`config.mk`:
```
export PLATFORM = sky130hd
export DESIGN_NAME = aging_session_table_unit
export DESIGN_NICKNAME = d
export VERILOG_FILES = /design/src/sv/ast_pkg.sv /design/src/sv/ast_slot_mem.sv /design/src/sv/aging_session_table_unit.sv
export SDC_FILE = /design/constraint.sdc
export NUM_CORES = 1
export LEC_CHECK = 0
export ABC_AREA = 1
export BUFFER_PORTS_ARGS = -buffer_cell sky130_fd_sc_hd__buf_2
export CAP_MARGIN = 20
export CORE_ASPECT_RATIO = 0.9
export CORE_MARGIN = 3
export CORE_UTILIZATION = 40
export DETAILED_ROUTE_END_ITERATION = 8
export PLACE_DENSITY = 0.58
export SYNTH_ARGS = -nofsm -noshare
export SYNTH_HDL_FRONTEND = slang
export SYNTH_SLANG_ARGS = --single-unit
```
`constraint.sdc`:
```
create_clock -name clk_i -period 6.61 [get_ports clk_i]
set_input_delay 1.6525 -clock clk_i [delete_from_list [all_inputs] [get_ports clk_i]]
set_output_delay 1.6525 -clock clk_i [all_outputs]
set_load 0.03 [all_outputs]
```
`src/sv/ast_pkg.sv`:
```
// Shared types and codes for the aging session table.
`timescale 1ns / 1ps
`default_nettype none

package ast_pkg;

  // Default table depth
  localparam int unsigned MAX_USERS_DEF = 16;

  // Command codes
  localparam logic [2:0] CMD_TICK    = 3'd0;
  localparam logic [2:0] CMD_LOOKUP  = 3'd1;
  localparam logic [2:0] CMD_ALLOC   = 3'd2;
  localparam logic [2:0] CMD_SETCONN = 3'd3;
  localparam logic [2:0] CMD_TOUCH   = 3'd4;
  localparam logic [2:0] CMD_FLAGS   = 3'd5;
  localparam logic [2:0] CMD_QUERY   = 3'd6;

  // Result status codes
  localparam logic [1:0] ST_OK   = 2'd0;
  localparam logic [1:0] ST_MISS = 2'd1;
  localparam logic [1:0] ST_BAD  = 2'd2;

  // Configuration register indexes
  localparam logic [1:0] CFG_SERVER_IP = 2'd0;
  localparam logic [1:0] CFG_NET_BITS  = 2'd1;
  localparam logic [1:0] CFG_TIMEOUT   = 2'd2;

  // Configuration reset values
  localparam logic [31:0] SERVER_IP_RST = 32'd0;
  localparam logic [4:0]  NET_BITS_RST  = 5'd27;
  localparam logic [15:0] TIMEOUT_RST   = 16'd60;

  // One slot record as stored in the table memory
  typedef struct packed {
    logic        active;
    logic        authenticated;
    logic        disabled;
    logic        conn_dns;
    logic        queue_pending;
    logic [31:0] last_seen;
  } slot_rec_t;

endpackage

`default_nettype wire

```
`src/sv/ast_slot_mem.sv`:
```
// Slot record memory: one write port, one registered read port, per-entry valid bits.
`timescale 1ns / 1ps
`default_nettype none

module ast_slot_mem #(
  parameter int unsigned DEPTH = 16,
  parameter int unsigned IDX_W = 4
) (
  input  logic               clk_i,
  input  logic               rst_ni,
  input  logic               rd_en_i,
  input  logic [IDX_W-1:0]   rd_addr_i,
  output ast_pkg::slot_rec_t rd_data_o,
  input  logic               wr_en_i,
  input  logic [IDX_W-1:0]   wr_addr_i,
  input  ast_pkg::slot_rec_t wr_data_i
);
  import ast_pkg::*;

  slot_rec_t        mem [DEPTH];
  slot_rec_t        rd_q;
  logic             rd_vld_q;
  logic [DEPTH-1:0] vld_q;

  // Storage and registered read
  always_ff @(posedge clk_i) begin
    if (wr_en_i) begin
      mem[wr_addr_i] <= wr_data_i;
    end
    if (rd_en_i) begin
      rd_q <= mem[rd_addr_i];
    end
  end

  // Valid bits: an entry never written reads as all zero
  always_ff @(posedge clk_i or negedge rst_ni) begin
    if (!rst_ni) begin
      vld_q    <= '0;
      rd_vld_q <= 1'b0;
    end else begin
      if (wr_en_i) begin
        vld_q[wr_addr_i] <= 1'b1;
      end
      if (rd_en_i) begin
        rd_vld_q <= vld_q[rd_addr_i];
      end
    end
  end

  assign rd_data_o = rd_vld_q ? rd_q : '0;

endmodule

`default_nettype wire

```
`src/sv/aging_session_table_unit.sv`:
```
// Top level of the aging session table: command sequencer, config registers, result register.
`timescale 1ns / 1ps
`default_nettype none

// Session table of up to MAX_USERS client slots kept in one synchronous memory.
// An item is taken when start is high and busy is low; its result shows on the
// result ports for one cycle with done_o high and cannot be held off. Tick and
// rejected commands give their result the cycle after acceptance without raising
// busy. Set conn, touch and set flags do one read-modify-write of their slot:
// the slot is read on acceptance and written back in the modify state, whose
// result is registered. Lookup, allocate and query walk the slots in order
// through the memory's read port, one slot per cycle, and stop at the first
// hit or at the last slot; busy stays high through the scan. Configuration writes
// are always taken (cfg_ready_o is tied high) and must only happen while no
// item is in flight.

module aging_session_table_unit #(
  parameter int unsigned MAX_USERS = ast_pkg::MAX_USERS_DEF
) (
  input  logic        clk_i,
  input  logic        rst_ni,
  // command channel
  input  logic        start,
  output logic        busy,
  input  logic [2:0]  cmd_i,
  input  logic [7:0]  user_id_i,
  input  logic [31:0] ip_i,
  input  logic [1:0]  conn_type_i,
  input  logic        flag_authenticated_i,
  input  logic        flag_disabled_i,
  input  logic        flag_queue_pending_i,
  // result channel
  output logic        done_o,
  output logic [1:0]  status_o,
  output logic [7:0]  slot_out_o,
  output logic [31:0] slot_ip_o,
  output logic        all_waiting_o,
  // configuration write channel
  input  logic        cfg_valid_i,
  output logic        cfg_ready_o,
  input  logic [1:0]  cfg_index_i,
  input  logic [31:0] cfg_data_i
);
  import ast_pkg::*;

  localparam int unsigned IdxW = (MAX_USERS > 1) ? $clog2(MAX_USERS) : 1;
  localparam int unsigned CntW = $clog2(MAX_USERS + 1);
  localparam logic [9:0]  MaxU = 10'(MAX_USERS);

  localparam logic [1:0] S_IDLE = 2'd0;
  localparam logic [1:0] S_SCAN = 2'd1;
  localparam logic [1:0] S_MOD  = 2'd2;

  // Configuration registers
  logic [31:0] server_ip_q;
  logic [4:0]  net_bits_q;
  logic [15:0] timeout_q;

  assign cfg_ready_o = 1'b1;

  always_ff @(posedge clk_i or negedge rst_ni) begin
    if (!rst_ni) begin
      server_ip_q <= SERVER_IP_RST;
      net_bits_q  <= NET_BITS_RST;
      timeout_q   <= TIMEOUT_RST;
    end else if (cfg_valid_i) begin
      case (cfg_index_i)
        CFG_SERVER_IP: server_ip_q <= cfg_data_i;
        CFG_NET_BITS:  net_bits_q  <= cfg_data_i[4:0];
        CFG_TIMEOUT:   timeout_q   <= cfg_data_i[15:0];
        default: ;
      endcase
    end
  end

  // Slot count: min(2^host_bits - 3, MAX_USERS), floored at zero
  logic [5:0]      host_bits;
  logic [9:0]      avail;
  logic [9:0]      n10;
  logic [CntW-1:0] n_slots;

  always_comb begin
    host_bits = 6'd32 - {1'b0, net_bits_q};
    avail     = (10'd1 << host_bits[3:0]) - 10'd3;
    if (host_bits < 6'd2) begin
      n10 = '0;
    end else if (host_bits > 6'd8 || avail >= MaxU) begin
      n10 = MaxU;
    end else begin
      n10 = avail;
    end
    n_slots = n10[CntW-1:0];
  end

  // Network base and the offset where the server address is skipped
  logic [31:0] base_d, base_q;
  logic [31:0] gap_d, gap_q;

  assign base_d = server_ip_q & (32'hFFFF_FFFF << host_bits);
  assign gap_d  = server_ip_q - base_d - 32'd1;

  always_ff @(posedge clk_i) begin
    base_q <= base_d;
    gap_q  <= gap_d;
  end

  // Sequencer state and latched item
  logic [1:0]      state_d, state_q;
  logic [IdxW-1:0] idx_d, idx_q;
  logic [2:0]      cmd_d, cmd_q;
  logic [31:0]     sec_d, sec_q;
  logic [31:0]     ip_q;
  logic            ct_q, fa_q, fd_q, fq_q;
  logic            accept;

  assign accept = start && (state_q == S_IDLE);
  assign busy   = (state_q != S_IDLE);

  always_ff @(posedge clk_i or negedge rst_ni) begin
    if (!rst_ni) begin
      state_q <= S_IDLE;
      idx_q   <= '0;
      cmd_q   <= CMD_TICK;
      sec_q   <= '0;
    end else begin
      state_q <= state_d;
      idx_q   <= idx_d;
      cmd_q   <= cmd_d;
      sec_q   <= sec_d;
    end
  end

  always_ff @(posedge clk_i) begin
    if (accept) begin
      ip_q <= ip_i;
      ct_q <= conn_type_i[0];
      fa_q <= flag_authenticated_i;
      fd_q <= flag_disabled_i;
      fq_q <= flag_queue_pending_i;
    end
  end

  // Table memory
  logic            rd_en, wr_en;
  logic [IdxW-1:0] rd_addr;
  slot_rec_t       rd_rec, wr_rec;

  ast_slot_mem #(
    .DEPTH (MAX_USERS),
    .IDX_W (IdxW)
  ) u_mem (
    .clk_i     (clk_i),
    .rst_ni    (rst_ni),
    .rd_en_i   (rd_en),
    .rd_addr_i (rd_addr),
    .rd_data_o (rd_rec),
    .wr_en_i   (wr_en),
    .wr_addr_i (idx_q),
    .wr_data_i (wr_rec)
  );

  // Per-slot evaluation of the record read this cycle
  logic [31:0] cur_ip, age;
  logic        fresh, stale, last_slot, uid_bad;

  always_comb begin
    cur_ip    = base_q + 32'(idx_q) + 32'd1 + ((gap_q <= 32'(idx_q)) ? 32'd1 : 32'd0);
    age       = sec_q - rd_rec.last_seen;
    fresh     = age < {16'd0, timeout_q};
    stale     = age > {16'd0, timeout_q};
    last_slot = (CntW'(idx_q) + CntW'(1)) == n_slots;
    uid_bad   = {1'b0, user_id_i} >= 9'(n_slots);
  end

  // Command control
  logic        res_valid;
  logic [1:0]  res_status;
  logic [7:0]  res_slot;
  logic [31:0] res_ip;
  logic        res_wait;
  logic        hit;

  always_comb begin
    state_d    = state_q;
    idx_d      = idx_q;
    cmd_d      = cmd_q;
    sec_d      = sec_q;
    rd_en      = 1'b0;
    rd_addr    = idx_q;
    wr_en      = 1'b0;
    wr_rec     = rd_rec;
    res_valid  = 1'b0;
    res_status = ST_OK;
    res_slot   = '0;
    res_ip     = '0;
    res_wait   = 1'b0;
    hit        = 1'b0;

    case (state_q)
      S_IDLE: begin
        if (start) begin
          cmd_d = cmd_i;
          case (cmd_i)
            CMD_TICK: begin
              sec_d     = sec_q + 32'd1;
              res_valid = 1'b1;
            end
            CMD_LOOKUP, CMD_ALLOC, CMD_QUERY: begin
              if (n_slots == '0) begin
                // empty table: nothing to scan
                res_valid  = 1'b1;
                res_status = (cmd_i == CMD_QUERY) ? ST_OK : ST_MISS;
                res_wait   = (cmd_i == CMD_QUERY);
              end else begin
                rd_en   = 1'b1;
                rd_addr = '0;
                idx_d   = '0;
                state_d = S_SCAN;
              end
            end
            CMD_SETCONN, CMD_TOUCH, CMD_FLAGS: begin
              if (uid_bad || (cmd_i == CMD_SETCONN && conn_type_i[1])) begin
                res_valid  = 1'b1;
                res_status = ST_BAD;
              end else begin
                rd_en   = 1'b1;
                rd_addr = user_id_i[IdxW-1:0];
                idx_d   = user_id_i[IdxW-1:0];
                state_d = S_MOD;
              end
            end
            default: begin
              res_valid  = 1'b1;
              res_status = ST_BAD;
            end
          endcase
        end
      end

      S_SCAN: begin
        case (cmd_q)
          CMD_LOOKUP: hit = rd_rec.active && rd_rec.authenticated && !rd_rec.disabled &&
                            fresh && (cur_ip == ip_q);
          CMD_ALLOC:  hit = (!rd_rec.active || stale) && !rd_rec.disabled;
          default:    hit = rd_rec.active && !rd_rec.disabled && fresh &&
                            (!rd_rec.conn_dns || !rd_rec.queue_pending);
        endcase
        if (hit) begin
          res_valid = 1'b1;
          state_d   = S_IDLE;
          if (cmd_q == CMD_QUERY) begin
            res_wait = 1'b0;
          end else begin
            res_slot = 8'(idx_q);
            res_ip   = cur_ip;
          end
          if (cmd_q == CMD_ALLOC) begin
            wr_en                = 1'b1;
            wr_rec.active        = 1'b1;
            wr_rec.authenticated = 1'b0;
            wr_rec.conn_dns      = 1'b1;
            wr_rec.last_seen     = sec_q;
          end
        end else if (last_slot) begin
          res_valid  = 1'b1;
          state_d    = S_IDLE;
          res_status = (cmd_q == CMD_QUERY) ? ST_OK : ST_MISS;
          res_wait   = (cmd_q == CMD_QUERY);
        end else begin
          rd_en   = 1'b1;
          rd_addr = idx_q + IdxW'(1);
          idx_d   = idx_q + IdxW'(1);
        end
      end

      S_MOD: begin
        // write back the modified slot record
        wr_en     = 1'b1;
        res_valid = 1'b1;
        state_d   = S_IDLE;
        case (cmd_q)
          CMD_SETCONN: wr_rec.conn_dns = ct_q;
          CMD_TOUCH:   wr_rec.last_seen = sec_q;
          default: begin
            wr_rec.authenticated = fa_q;
            wr_rec.disabled      = fd_q;
            wr_rec.queue_pending = fq_q;
          end
        endcase
      end

      default: state_d = S_IDLE;
    endcase
  end

  // Result register
  logic        done_q;
  logic [1:0]  status_q;
  logic [7:0]  slot_q;
  logic [31:0] sip_q;
  logic        wait_q;

  always_ff @(posedge clk_i or negedge rst_ni) begin
    if (!rst_ni) begin
      done_q <= 1'b0;
    end else begin
      done_q <= res_valid;
    end
  end

  always_ff @(posedge clk_i) begin
    if (res_valid) begin
      status_q <= res_status;
      slot_q   <= res_slot;
      sip_q    <= res_ip;
      wait_q   <= res_wait;
    end
  end

  assign done_o        = done_q;
  assign status_o      = status_q;
  assign slot_out_o    = slot_q;
  assign slot_ip_o     = sip_q;
  assign all_waiting_o = wait_q;

`ifndef NO_ASSERTIONS
  // every accepted item either finishes next cycle or keeps the sequencer busy
  a_accept_progress: assert property (@(posedge clk_i) disable iff (!rst_ni)
    accept |=> (done_o || busy))
    else $error("accepted item made no progress");

  // scan index never runs past the slot count
  a_scan_in_range: assert property (@(posedge clk_i) disable iff (!rst_ni)
    (state_q == S_SCAN) |-> (CntW'(idx_q) < n_slots))
    else $error("scan index beyond slot count");

  // a failed or rejected command reports no slot
  a_miss_zero: assert property (@(posedge clk_i) disable iff (!rst_ni)
    (done_o && status_o != ST_OK) |-> (slot_out_o == 8'd0 && slot_ip_o == 32'd0))
    else $error("slot reported with non-ok status");

  // the waiting flag is only ever set with an ok status
  a_wait_ok: assert property (@(posedge clk_i) disable iff (!rst_ni)
    (done_o && all_waiting_o) |-> (status_o == ST_OK))
    else $error("all_waiting with bad status");

  // the memory is written only while finishing an item
  a_write_finish: assert property (@(posedge clk_i) disable iff (!rst_ni)
    wr_en |=> done_o)
    else $error("table write without result");
`endif

endmodule

`default_nettype wire
```
# Word level (Yosys, flattened, before mapping)
# Memories as Yosys holds them, arrays and structs flattened. A register that Yosys moved wholly into a read port is not among the register bits.
# Cells that the tools add are included.
# totals
output_inout_bits,46
ramBits,592
wordCells,181
mem_count,1
input_bits,86
regBits,255
# mem_list
name,depth,word_bits,rd,rd_ports_with_merged_regs,wr,line_no,source
u_mem.mem,16,37,1,1,1,ast_slot_mem.sv:20,slot_rec_t mem [DEPTH];
# op_classes
n_reduce_logical,35
bitwise,4
magnitude_cmp,10
mux,74
n_addsub,11
n_eq_ne,22
shifts,2
# op_table
op,n
2-to-1 mux 32 bit,3
"adder 32 x 1 -> 32 bit, second input constant",2
one-hot mux 32 bit (2 select lines),1
subtractor 32 bit,2
2-to-1 mux 37 bit,1
2-to-1 mux 1 bit,35
adder 32 x 1 -> 32 bit,1
adder 32 x 4 -> 32 bit,1
AND 32 bit,1
equality test 32 bit,1
greater-than comparator 32 x 16 -> 1 bit,1
<= comparator 32 x 4 -> 1 bit,1
< comparator 32 x 16 -> 1 bit,1
"<< shifter 32 x 6 -> 32 bit, first input constant",1
"subtractor 32 x 1 -> 32 bit, second input constant",1
2-to-1 mux 2 bit,10
2-to-1 mux 4 bit,5
OR 16 bit,1
one-hot mux 1 bit (2 select lines),8
one-hot mux 4 bit (2 select lines),2
"equality test 3 bit, second input constant",5
"equality test 3 x 2 -> 1 bit, second input constant",4
one-hot mux 2 bit (2 select lines),3
logical AND 1 bit,11
35 further kinds,56

# Depth between registers and ports, before layout
# Gate-level depths: netlist (run 1).
# logic_depth
word_depth,15
ltp_mapped,46
ltp_nobuf,43

# Hierarchy
# A second synthesis (run 1) with hierarchy kept.
# unflattened
hier_cells,4289
area_unflattened_um2,42041.6
# by_module_without_submodules
module,cells_each,area_per_inst_um2,seq_area_each_um2,instances
ast_slot_mem,1934,25410.6,19313.5,1
aging_session_table_unit,2355,16631.0,5920.7,1

# Worst setup path before layout (run 1)
# No wires, ideal clock.
# synth_path
path_type,register to register
startpoint,register u_mem.rd_vld_q
endpoint,"memory u_mem.mem[0][0] in the netlist's numbering, enable pin"
required_time_ps,6179
stages_incl_launch_ff,28
synth_period_minus_slack_ps,5718
path_buffers,2
setup_ps,431
arrival_time_ps,5287
slack_ps,892
path_cell_list,dfrtp_1 -> clkbuf_1 -> buf_1 -> nand2_1 -> inv_1 -> ha_1 -> inv_1 -> fa_1 -> nand3_1 -> nand3_1 -> nand2_1 -> nand3_2 -> nand2_1 -> nand2_1 -> xor2_1 -> ha_1 -> nand3_1 -> nor3_1 -> nand2_1 -> o2111ai_1 -> a21oi_1 -> nand3_1 -> nand3_1 -> nand2_1 -> nand2_1 -> inv_1 -> nand2_1 -> nor2_1
# synth_between
elab_chain_cells,11
word_cells_on_any_way,24
cone_classes,1 x add/sub; 2 x order compare; 7 x mux; 14 x reduce/logical
# synth_rtl
item,line_no,source
"start, declared",ast_slot_mem.sv:22,logic rd_vld_q;
"start signal, assigned",ast_slot_mem.sv:45,rd_vld_q <= vld_q[rd_addr_i];
2-to-1 mux 37 bit (*),ast_slot_mem.sv:50,assign rd_data_o = rd_vld_q ? rd_q : '0;
"subtractor 32 bit, or another cell as far along",aging_session_table_unit.sv:168,age = sec_q - rd_rec.last_seen;
"< comparator 32 x 16 -> 1 bit, or another cell as far along",aging_session_table_unit.sv:169,"fresh = age < {16'd0, timeout_q};"
"logical AND 1 bit, or another cell as far along",aging_session_table_unit.sv:245,default: hit = rd_rec.active && !rd_rec.disabled && fresh &&
logical AND 1 bit (on tied branches),"aging_session_table_unit.sv:245, aging_session_table_unit.sv:243, aging_session_table_unit.sv:244",
one-hot mux 1 bit (2 select lines) (*),aging_session_table_unit.sv:241,case (cmd_q)
2-to-1 mux 1 bit (*),aging_session_table_unit.sv:199,case (state_q)
2-to-1 mux 1 bit (*),aging_session_table_unit.sv:248,if (hit) begin
one-hot mux 1 bit (2 select lines) (*),aging_session_table_unit.sv:199,
2-to-1 mux 1 bit (*),ast_slot_mem.sv:27,if (wr_en_i) begin
2-to-1 mux 1 bit (implied by the code) (*),ast_slot_mem.sv:28,mem[wr_addr_i] <= wr_data_i;
"end, declared",ast_slot_mem.sv:20,
# Mark *: on every way between the ends. The rest lies on a longest branch, timed or not. The select of a mux whose other input is x is not followed.

# Worst setup path after layout (run 1)
# layout_path
startpoint,register idx_q[1]
endpoint,"register, netlist name u_mem.rd_q[36]"
# layout_between
elab_chain_cells,9
word_cells_on_any_way,22
cone_classes,5 x add/sub; 1 x order compare; 2 x eq/ne; 13 x mux; 1 x reduce/logical
# layout_rtl
item,line_no,source
"start, declared",aging_session_table_unit.sv:109,"logic [IdxW-1:0] idx_d, idx_q;"
"start signal, assigned",aging_session_table_unit.sv:127,idx_q <= idx_d;
adder 32 x 4 -> 32 bit or <= comparator 32 x 4 -> 1 bit (tied branches),aging_session_table_unit.sv:167,cur_ip = base_q + 32'(idx_q) + 32'd1 + ((gap_q <= 32'(idx_q)) ? 32'd1 : 32'd0);
adder 32 x 1 -> 32 bit or 2-to-1 mux 1 bit (tied branches),aging_session_table_unit.sv:167,
adder 32 x 1 -> 32 bit,aging_session_table_unit.sv:167,
equality test 32 bit,aging_session_table_unit.sv:243,fresh && (cur_ip == ip_q);
logical AND 1 bit,aging_session_table_unit.sv:243,
one-hot mux 1 bit (2 select lines),aging_session_table_unit.sv:241,
2-to-1 mux 1 bit,aging_session_table_unit.sv:199,
2-to-1 mux 4 bit or 2-to-1 mux 1 bit (tied branches),aging_session_table_unit.sv:248,
one-hot mux 4 bit (2 select lines) or one-hot mux 1 bit (2 select lines) (tied branches),-,
# Several ways; a longest one is shown, not always the timed one. The select of a mux whose other input is x is not followed.
# A chain may end at the register's enable or synchronous reset.

==> run summary, run 1 <==
Worst VDD drop - 0.4470 mV
Grt ovf - 0
Initial Utilization - 40.41%
Clock Path Buffers - 3
Max H-tree Level - 3
Worst min path class - reg2reg
Die width - 350.3 um
Share of power burned in registers - 31.7%
Count of final hold-check violations - 0
Sw Share - 43.32%
Largest net degree at the start of global routing - 90
First-pass GRT wire length - 183100 um
Row count - 113
Initial DRC count - 3461
Setup TNS - 0 ns
Startpoint Class - register
Dpl ws - 0.2528 ns
Clock share of power - 20.4%
Sink Count - 880
# setup viols final - 0
Layout cell share with drive strength beyond 1 - 12.84%
Root Buffer - clkbuf_16
Drt first pass iters - 6
Worst hold margin - 0.4544 ns
# DRC - 0
Vias/cell - 5.365
Initial antenna violation count - 2
Synth Register Bits - 880
Layout area overhead - 14.11%
Worst-path clk slew - 0.07 ns
Pwr Density - 536.8 nW/um^2
Final critical-path required period - 6.085 ns
Post-route cell area - 48700 um^2
Placer Congestion - 0.9366
Hold Path Origin - u_mem.vld_q[13]
CTS tree - built
WL/cell - 21.16 um
Most common cell on crit path - nand2_1
Vias in the first global route - 29.03k
Worst-Margin Slew - 0.9752 ns
Via count - 31.43k
Die H - 315.9 um
Fin nets - 4571
Final Routed Wirelength - 123900 um
Largest fanout on the critical path - 18
Placed Area - 45340 um^2
Placed Instances - 5673
CTS buffer count - 92
Top FF cell, synth - edfxtp_1
Core Region - 105600 um^2
Yosys warnings - 0
DRT antenna net count - 0
Switch Pwr - 11320 uW
FF-to-FF Start - idx_q[1]
Mapped Area - 42670 um^2
Setup CP Type - reg2reg
All-layer global routing usage - 21.83%
Layout Cells excl Fill - 5858
Post-route setup slack - 0.5249 ns
Crit share post-route - 92.06%
Post-synth EDFFs - 704
Clock Skew - 0.04920 ns
Max cap viols - 0
Post-synthesis async set-or-reset flop share - 12.73%
Synth unique cells - 61
Leak pwr - 0.01934 uW
Sequential area share after synthesis - 59.13%
I/O Buffers - 126
CP endpoint kind - register
Hold_buf cts - 0
Synth Area per Inst - 10.06 um^2
Rel. slew slack - 34.49%
Power Internal - 14820 uW
CP Data Arrival Time - 6.48 ns
Die area - 110600 um^2
Clk_lat worst skew - 0.68 ns
Worst Path Required - 7.01 ns
Cells after synthesis - 4241
Outcome - complete, no violations
Logic pwr share - 47.8%
Slowest stage cell, crit path - fa_1
Boundary pin count - 132
HPWL after detailed placement - 77660 um
R2r setup slk - 0.52 ns
Max Fclk - 164.3 MHz
CP peak stage delay - 0.57 ns
CP startpoint - idx_q[1]
Max Slew Vio Count - 0
## worst max-delay path, delay by kind of cell (launching register included)
family	cells	cell delay, ns
AOI/OAI and AO/OA	5	0.55
adders and majority gates	4	1.40
buffers and inverters	6	0.65
DFF	1	0.35
and+or+nand+nor	26	2.84
## registers in the layout, indices dropped and copies added (netlist names), 3 cells and up
signal and count:
base_q 32, cmd_q 3, gap_q 32, idx_q 4, ip_q 32, net_bits_q 5
sec_q 32, server_ip_q 32, slot_ip_o 32, slot_out_o 4, timeout_q 16, u_mem.mem 592
u_mem.rd_q 37, u_mem.vld_q 16
## metal layers
layer / up-vias / global-route usage [%] / part of all wire (%)
li1: 14950 / - / -
met1: 15240 / 33.41 / 47
met2: 1086 / 33.13 / 44
met3: 156 / 2.998 / 7.4
met4: 0 / 4.431 / 1.8
met5: - / 0 / 0
## synthesized netlist by cell type, types with 5 or more instances
cell type	instances	share of area [%]
a21boi_0	7	0.12
a21oi_1	155	1.8
a31oi_1	36	0.53
buf_1	8	0.070
buf_2	60	0.70
buf_4	7	0.12
buf_6	33	0.87
clkbuf_1	72	0.63
dfrtp_1	104	6.1
dfstp_2	8	0.49
dfxtp_1	64	3.0
edfxtp_1	704	50
ha_1	83	2.4
inv_1	496	4.4
inv_2	12	0.11
mux2_2	10	0.26
nand2_1	831	7.3
nand2_2	24	0.35
nand2_4	6	0.16
nand3_1	277	3.2
nand3_2	7	0.16
nand3b_1	15	0.26
nand4_1	35	0.51
nor2_1	391	3.4
nor2_2	16	0.23
nor2_4	5	0.13
nor3_1	31	0.36
nor4_1	13	0.19
o211ai_1	234	4.1
o211ai_2	69	2.0
o21ai_0	281	3.3
o21ai_1	18	0.21
o21bai_1	5	0.088
xnor2_1	20	0.41
xor2_1	62	1.3
## power by group through the flow
| stage | Clock [uW] | Sequential [uW] | Combinational [uW] |
|---|---|---|---|
| 4_1_cts | 5430 | 8290 | 12100 |
| 5_1_grt | 5660 | 8340 | 13800 |
| 3_3_place_gp | 0 | 8400 | 11900 |
| 2_1_floorplan | 0 | 8380 | 8200 |
| 3_5_place_dp | 0 | 8390 | 12000 |
| 6_report | 5340 | 8300 | 12500 |
## final cells by class
type / count / area (um^2)
antenna: 1 / 2.502
clock buffer: 116 / 2517
clock inverter: 55 / 599.3
fill: 9812 / 56920
inverter: 511 / 1926
multi-input combinational: 2674 / 14690
sequential: 880 / 25240
tap: 1380 / 1727
timing repair buffer: 241 / 1998
## stage by stage
| step | power, uW | util (%) |
|---|---|---|
| 2_1_floorplan | 16580 | - |
| 3_3_place_gp | 20280 | 42.87 |
| 3_5_place_dp | 20440 | 42.93 |
| 4_1_cts | 25820 | 45.88 |
| 5_1_grt | 27780 | 46.11 |
| 6_report | 26140 | 46.11 |
## placed cells by master (no fill, tap or decap), types with 16 or more instances in the layout
cell type and count:
nand4_1 35, nor3_1 31, xor2_1 62, o211ai_1 234, nand2_2 25, buf_4 75
buf_12 31, nand2_1 828, dfrtp_1 103, inv_1 493, buf_2 125, ha_1 82
xnor2_1 20, clkbuf_1 16, clkbuf_16 98, nand3_1 276, nor2_2 18, edfxtp_1 704
nor2_4 21, o21ai_1 18, a31oi_1 36, o21ai_0 281, clkinv_1 18, clkinv_2 19
o211ai_2 69, a21oi_1 155, nor2_1 373, dfxtp_1 64
## what timing repair did
action / CTS / global route
gates resized for setup: 0 / 13
buffers inserted: 0 / 6
endpoints found under the setup margin: 0 / 38
hold endpoints to repair: 0 / 0
## worst paths after layout
check	endpoint	depth (start not counted)
worst min-delay path	u_mem.vld_q[13]	2
min in group asynchronous	server_ip_q[31]	1
max in group asynchronous	sec_q[4]	2
worst max register to register	u_mem.rd_q[36]	41
worst max-delay path	u_mem.rd_q[36]	41
worst min register to register	u_mem.vld_q[13]	2
## cell families after synthesis
group	count (synthesis)	share of synthesized area, %
and+or+nand+nor	1663	16.62
DFF	880	59.13
AOI/OAI and AO/OA	821	12.50
buffers and inverters	693	6.978
xor gates and xnor gates	87	1.961
adders and majority gates	85	2.527
muxes	10	0.2639
other	2	0.01760
No activity file was read; power rests on OpenSTA's default activity.
==> run 2: changes to the inputs <==
- PLACE_DENSITY: 0.58 -> 0.6
==> run 2 against run 1 <==
- via count grew 0.35%
- global-route usage shrank 0.094 points
- maximum frequency shrank 1.6%
- register-to-register slack lost 0.099 ns
- sequential cell count is the same
- clock power shrank 2%
- setup slack lost 0.099 ns
- worst hold slack gained 0.010 ns
- power grew 0.17%
- highest routed layer unchanged
==> run summary, run 2 (same netlist as run 1, synthesis figures left out) <==
Outcome - complete, no violations
Placed Instances - 5694 (+0.37%)
Clock Skew - 0.07541 ns (+0.02621 ns)
Worst-path clk slew - 0.07 ns (about the same)
Rel. slew slack - 33.63% (-0.86 points)
Vias in the first global route - 29.57k (+1.8%)
Final Routed Wirelength - 122700 um (-0.96%)
Clk_lat worst skew - 0.73 ns (+0.05 ns)
Core Region - 105600 um^2 (unchanged)
R2R depth - 34 (-17%)
Crit share post-route - 93.56% (+1.5 points)
CP Data Arrival Time - 6.65 ns (+0.17 ns)
Max cap viols - 0 (unchanged)
# setup viols final - 0 (unchanged)
Worst Path Required - 7.07 ns (+0.06 ns)
Most common cell on crit path - nand2_1
Initial DRC count - 3365 (-2.8%)
CP peak stage delay - 0.59 ns (+0.02 ns)
Power Internal - 14780 uW (-0.23%)
Slowest stage cell, crit path - dfstp_2
Most frequent cells in the layout - 828 x nand2_1, 704 x edfxtp_1, 493 x inv_1
Logic pwr share - 48.2% (+0.4 points)
WL/cell - 20.90 um (-1.2%)
Sw Share - 43.54% (+0.23 points)
Pwr Density - 536.1 nW/um^2 (-0.13%)
CTS tree - built
Leak pwr - 0.01939 uW (+0.25%)
Worst-Margin Slew - 0.9956 ns (+0.02036 ns)
Drt first pass iters - 5 (-1)
Root Buffer - clkbuf_16
CP endpoint kind - register
# DRC - 0 (unchanged)
Share of power burned in registers - 31.8% (about the same)
Worst min path class - reg2reg
Biggest register - u_mem.mem
Worst Setup EP - u_mem.rd_q[2]
R2r setup slk - 0.43 ns (-0.10 ns)
Max Slew Vio Count - 0 (unchanged)
FF-to-FF Start - net_bits_q[0]
First-pass GRT wire length - 183000 um (about the same)
Row count - 113 (unchanged)
Post-route cell area - 48840 um^2 (+0.30%)
Final critical-path required period - 6.184 ns (+0.09927 ns)
CTS buffer count - 95 (+3.3%)
Setup TNS - 0 ns (unchanged)
Die width - 350.3 um (unchanged)
Largest fanout on the critical path - 22 (+4)
DRT antenna net count - 0 (unchanged)
Worst hold stages - 2 (unchanged)
Hold Path Origin - u_mem.vld_q[12]
Max Fclk - 161.7 MHz (-1.6%)
Fin nets - 4591 (+0.44%)
All-layer global routing usage - 21.74% (-0.094 points)
Layout area overhead - 14.45%
Max H-tree Level - 3 (unchanged)
Layout cell share with drive strength beyond 1 - 13.25% (+0.40 points)
Flip-flop count of the largest register after layout - 592 (unchanged)
Setup CP Type - reg2reg
Clock share of power - 20.0% (-0.4 points)
Clock Path Buffers - 3 (unchanged)
Boundary pin count - 132 (unchanged)
Via count - 31.54k (+0.35%)
Initial Utilization - 40.41% (unchanged)
Die H - 315.9 um (unchanged)
R2R Path End - u_mem.rd_q[2]
Worst VDD drop - 0.6049 mV (+35%)
Largest net degree at the start of global routing - 92 (+2.2%)
Commonest non-fill, non-tap cell in the layout - nand2_1
Sink Count - 880 (unchanged)
Largest regs - u_mem.mem x592, u_mem.rd_q x37
Post-route setup slack - 0.4256 ns (-0.09927 ns)
CP startpoint - net_bits_q[0]
Placed Area - 45580 um^2 (+0.52%)
Startpoint Class - register
Dpl ws - 0.06179 ns (-0.1910 ns)
Layout Cells excl Fill - 5874 (+0.27%)
Die area - 110600 um^2 (unchanged)
Initial antenna violation count - 2 (unchanged)
Vias/cell - 5.369 (about the same)
HPWL after detailed placement - 78870 um (+1.6%)
Placer Congestion - 0.9488 (+1.3%)
Switch Pwr - 11400 uW (+0.69%)
I/O Buffers - 126 (unchanged)
Worst hold margin - 0.4648 ns (+0.01044 ns)
Hold_buf cts - 0 (unchanged)
RSZ-0062 raised after global routing - no
Count of final hold-check violations - 0 (unchanged)
Grt ovf - 0 (unchanged)
-- run 2: cell types whose count changed in the layout (fill, tap and decap cells not counted), moves of 2 or more --
cell       before  now
buf_4          75   91
clkinv_4        2    8
buf_12         31   36
buf_6           5    1
bufinv_16      10    6
clkinv_2       19   15
clkbuf_1       16   13
clkbuf_8        4    1
clkinv_1       18   20
inv_16          0    2
-- run 2: area by class of cell --
cell class / instances / area (um^2)
Fill cell: 9740 / 56770
Sequential cell: 880 / 25240
Multi-Input combinational cell: 2674 / 14720
Clock buffer: 110 / 2465
Timing Repair Buffer: 258 / 2173
Inverter: 511 / 1923
Tap cell: 1380 / 1727
Clock inverter: 59 / 595.6
Antenna cell: 2 / 5.005
-- run 2: worst min path at each step --
stage                     slack, ns              end
after CTS                      0.46   u_mem.vld_q[3]
after global routing           0.49  u_mem.vld_q[12]
after floorplan                0.43  u_mem.vld_q[10]
final                          0.46  u_mem.vld_q[12]
after detailed placement       0.45  u_mem.vld_q[12]
after global placement         0.44  u_mem.vld_q[13]
-- run 2: critical path: cells and delay by family (launching register included) --
family	cells	cell delay (ns)
simple gates	17	2.32
compound gates	8	1.51
buf+inv	6	0.81
fa+ha+maj	3	0.71
flops	1	0.59
-- run 2: stage by stage --
step / utilization (%) / power [uW]
floorplan: - / 16580
global placement: 43.13 / 20460
global route: 46.24 / 27830
CTS: 46.05 / 25890
finish: 46.25 / 26180
detailed placement: 43.15 / 20620
-- run 2: repair_timing --
item | CTS | global route
resized for setup | 0 | 15
setup endpoints to repair | 0 | 38
buffers inserted | 0 | 3
-- run 2: metal layers --
metal	track usage [%]	wire [um]	up-vias
met2	33.07	53490	1146
met5	0	0	-
met3	3.686	9611	179
li1	-	-	15010
met1	32.28	56940	15200
met4	5.580	2702	0
-- run 2: power groups by stage --
stage	sequential, uW	clock, uW	combinational, uW
after floorplan	8380	0	8200
after global placement	8420	0	12000
after detailed placement	8410	0	12200
after CTS	8310	5330	12300
after global routing	8360	5550	13900
final	8320	5240	12600
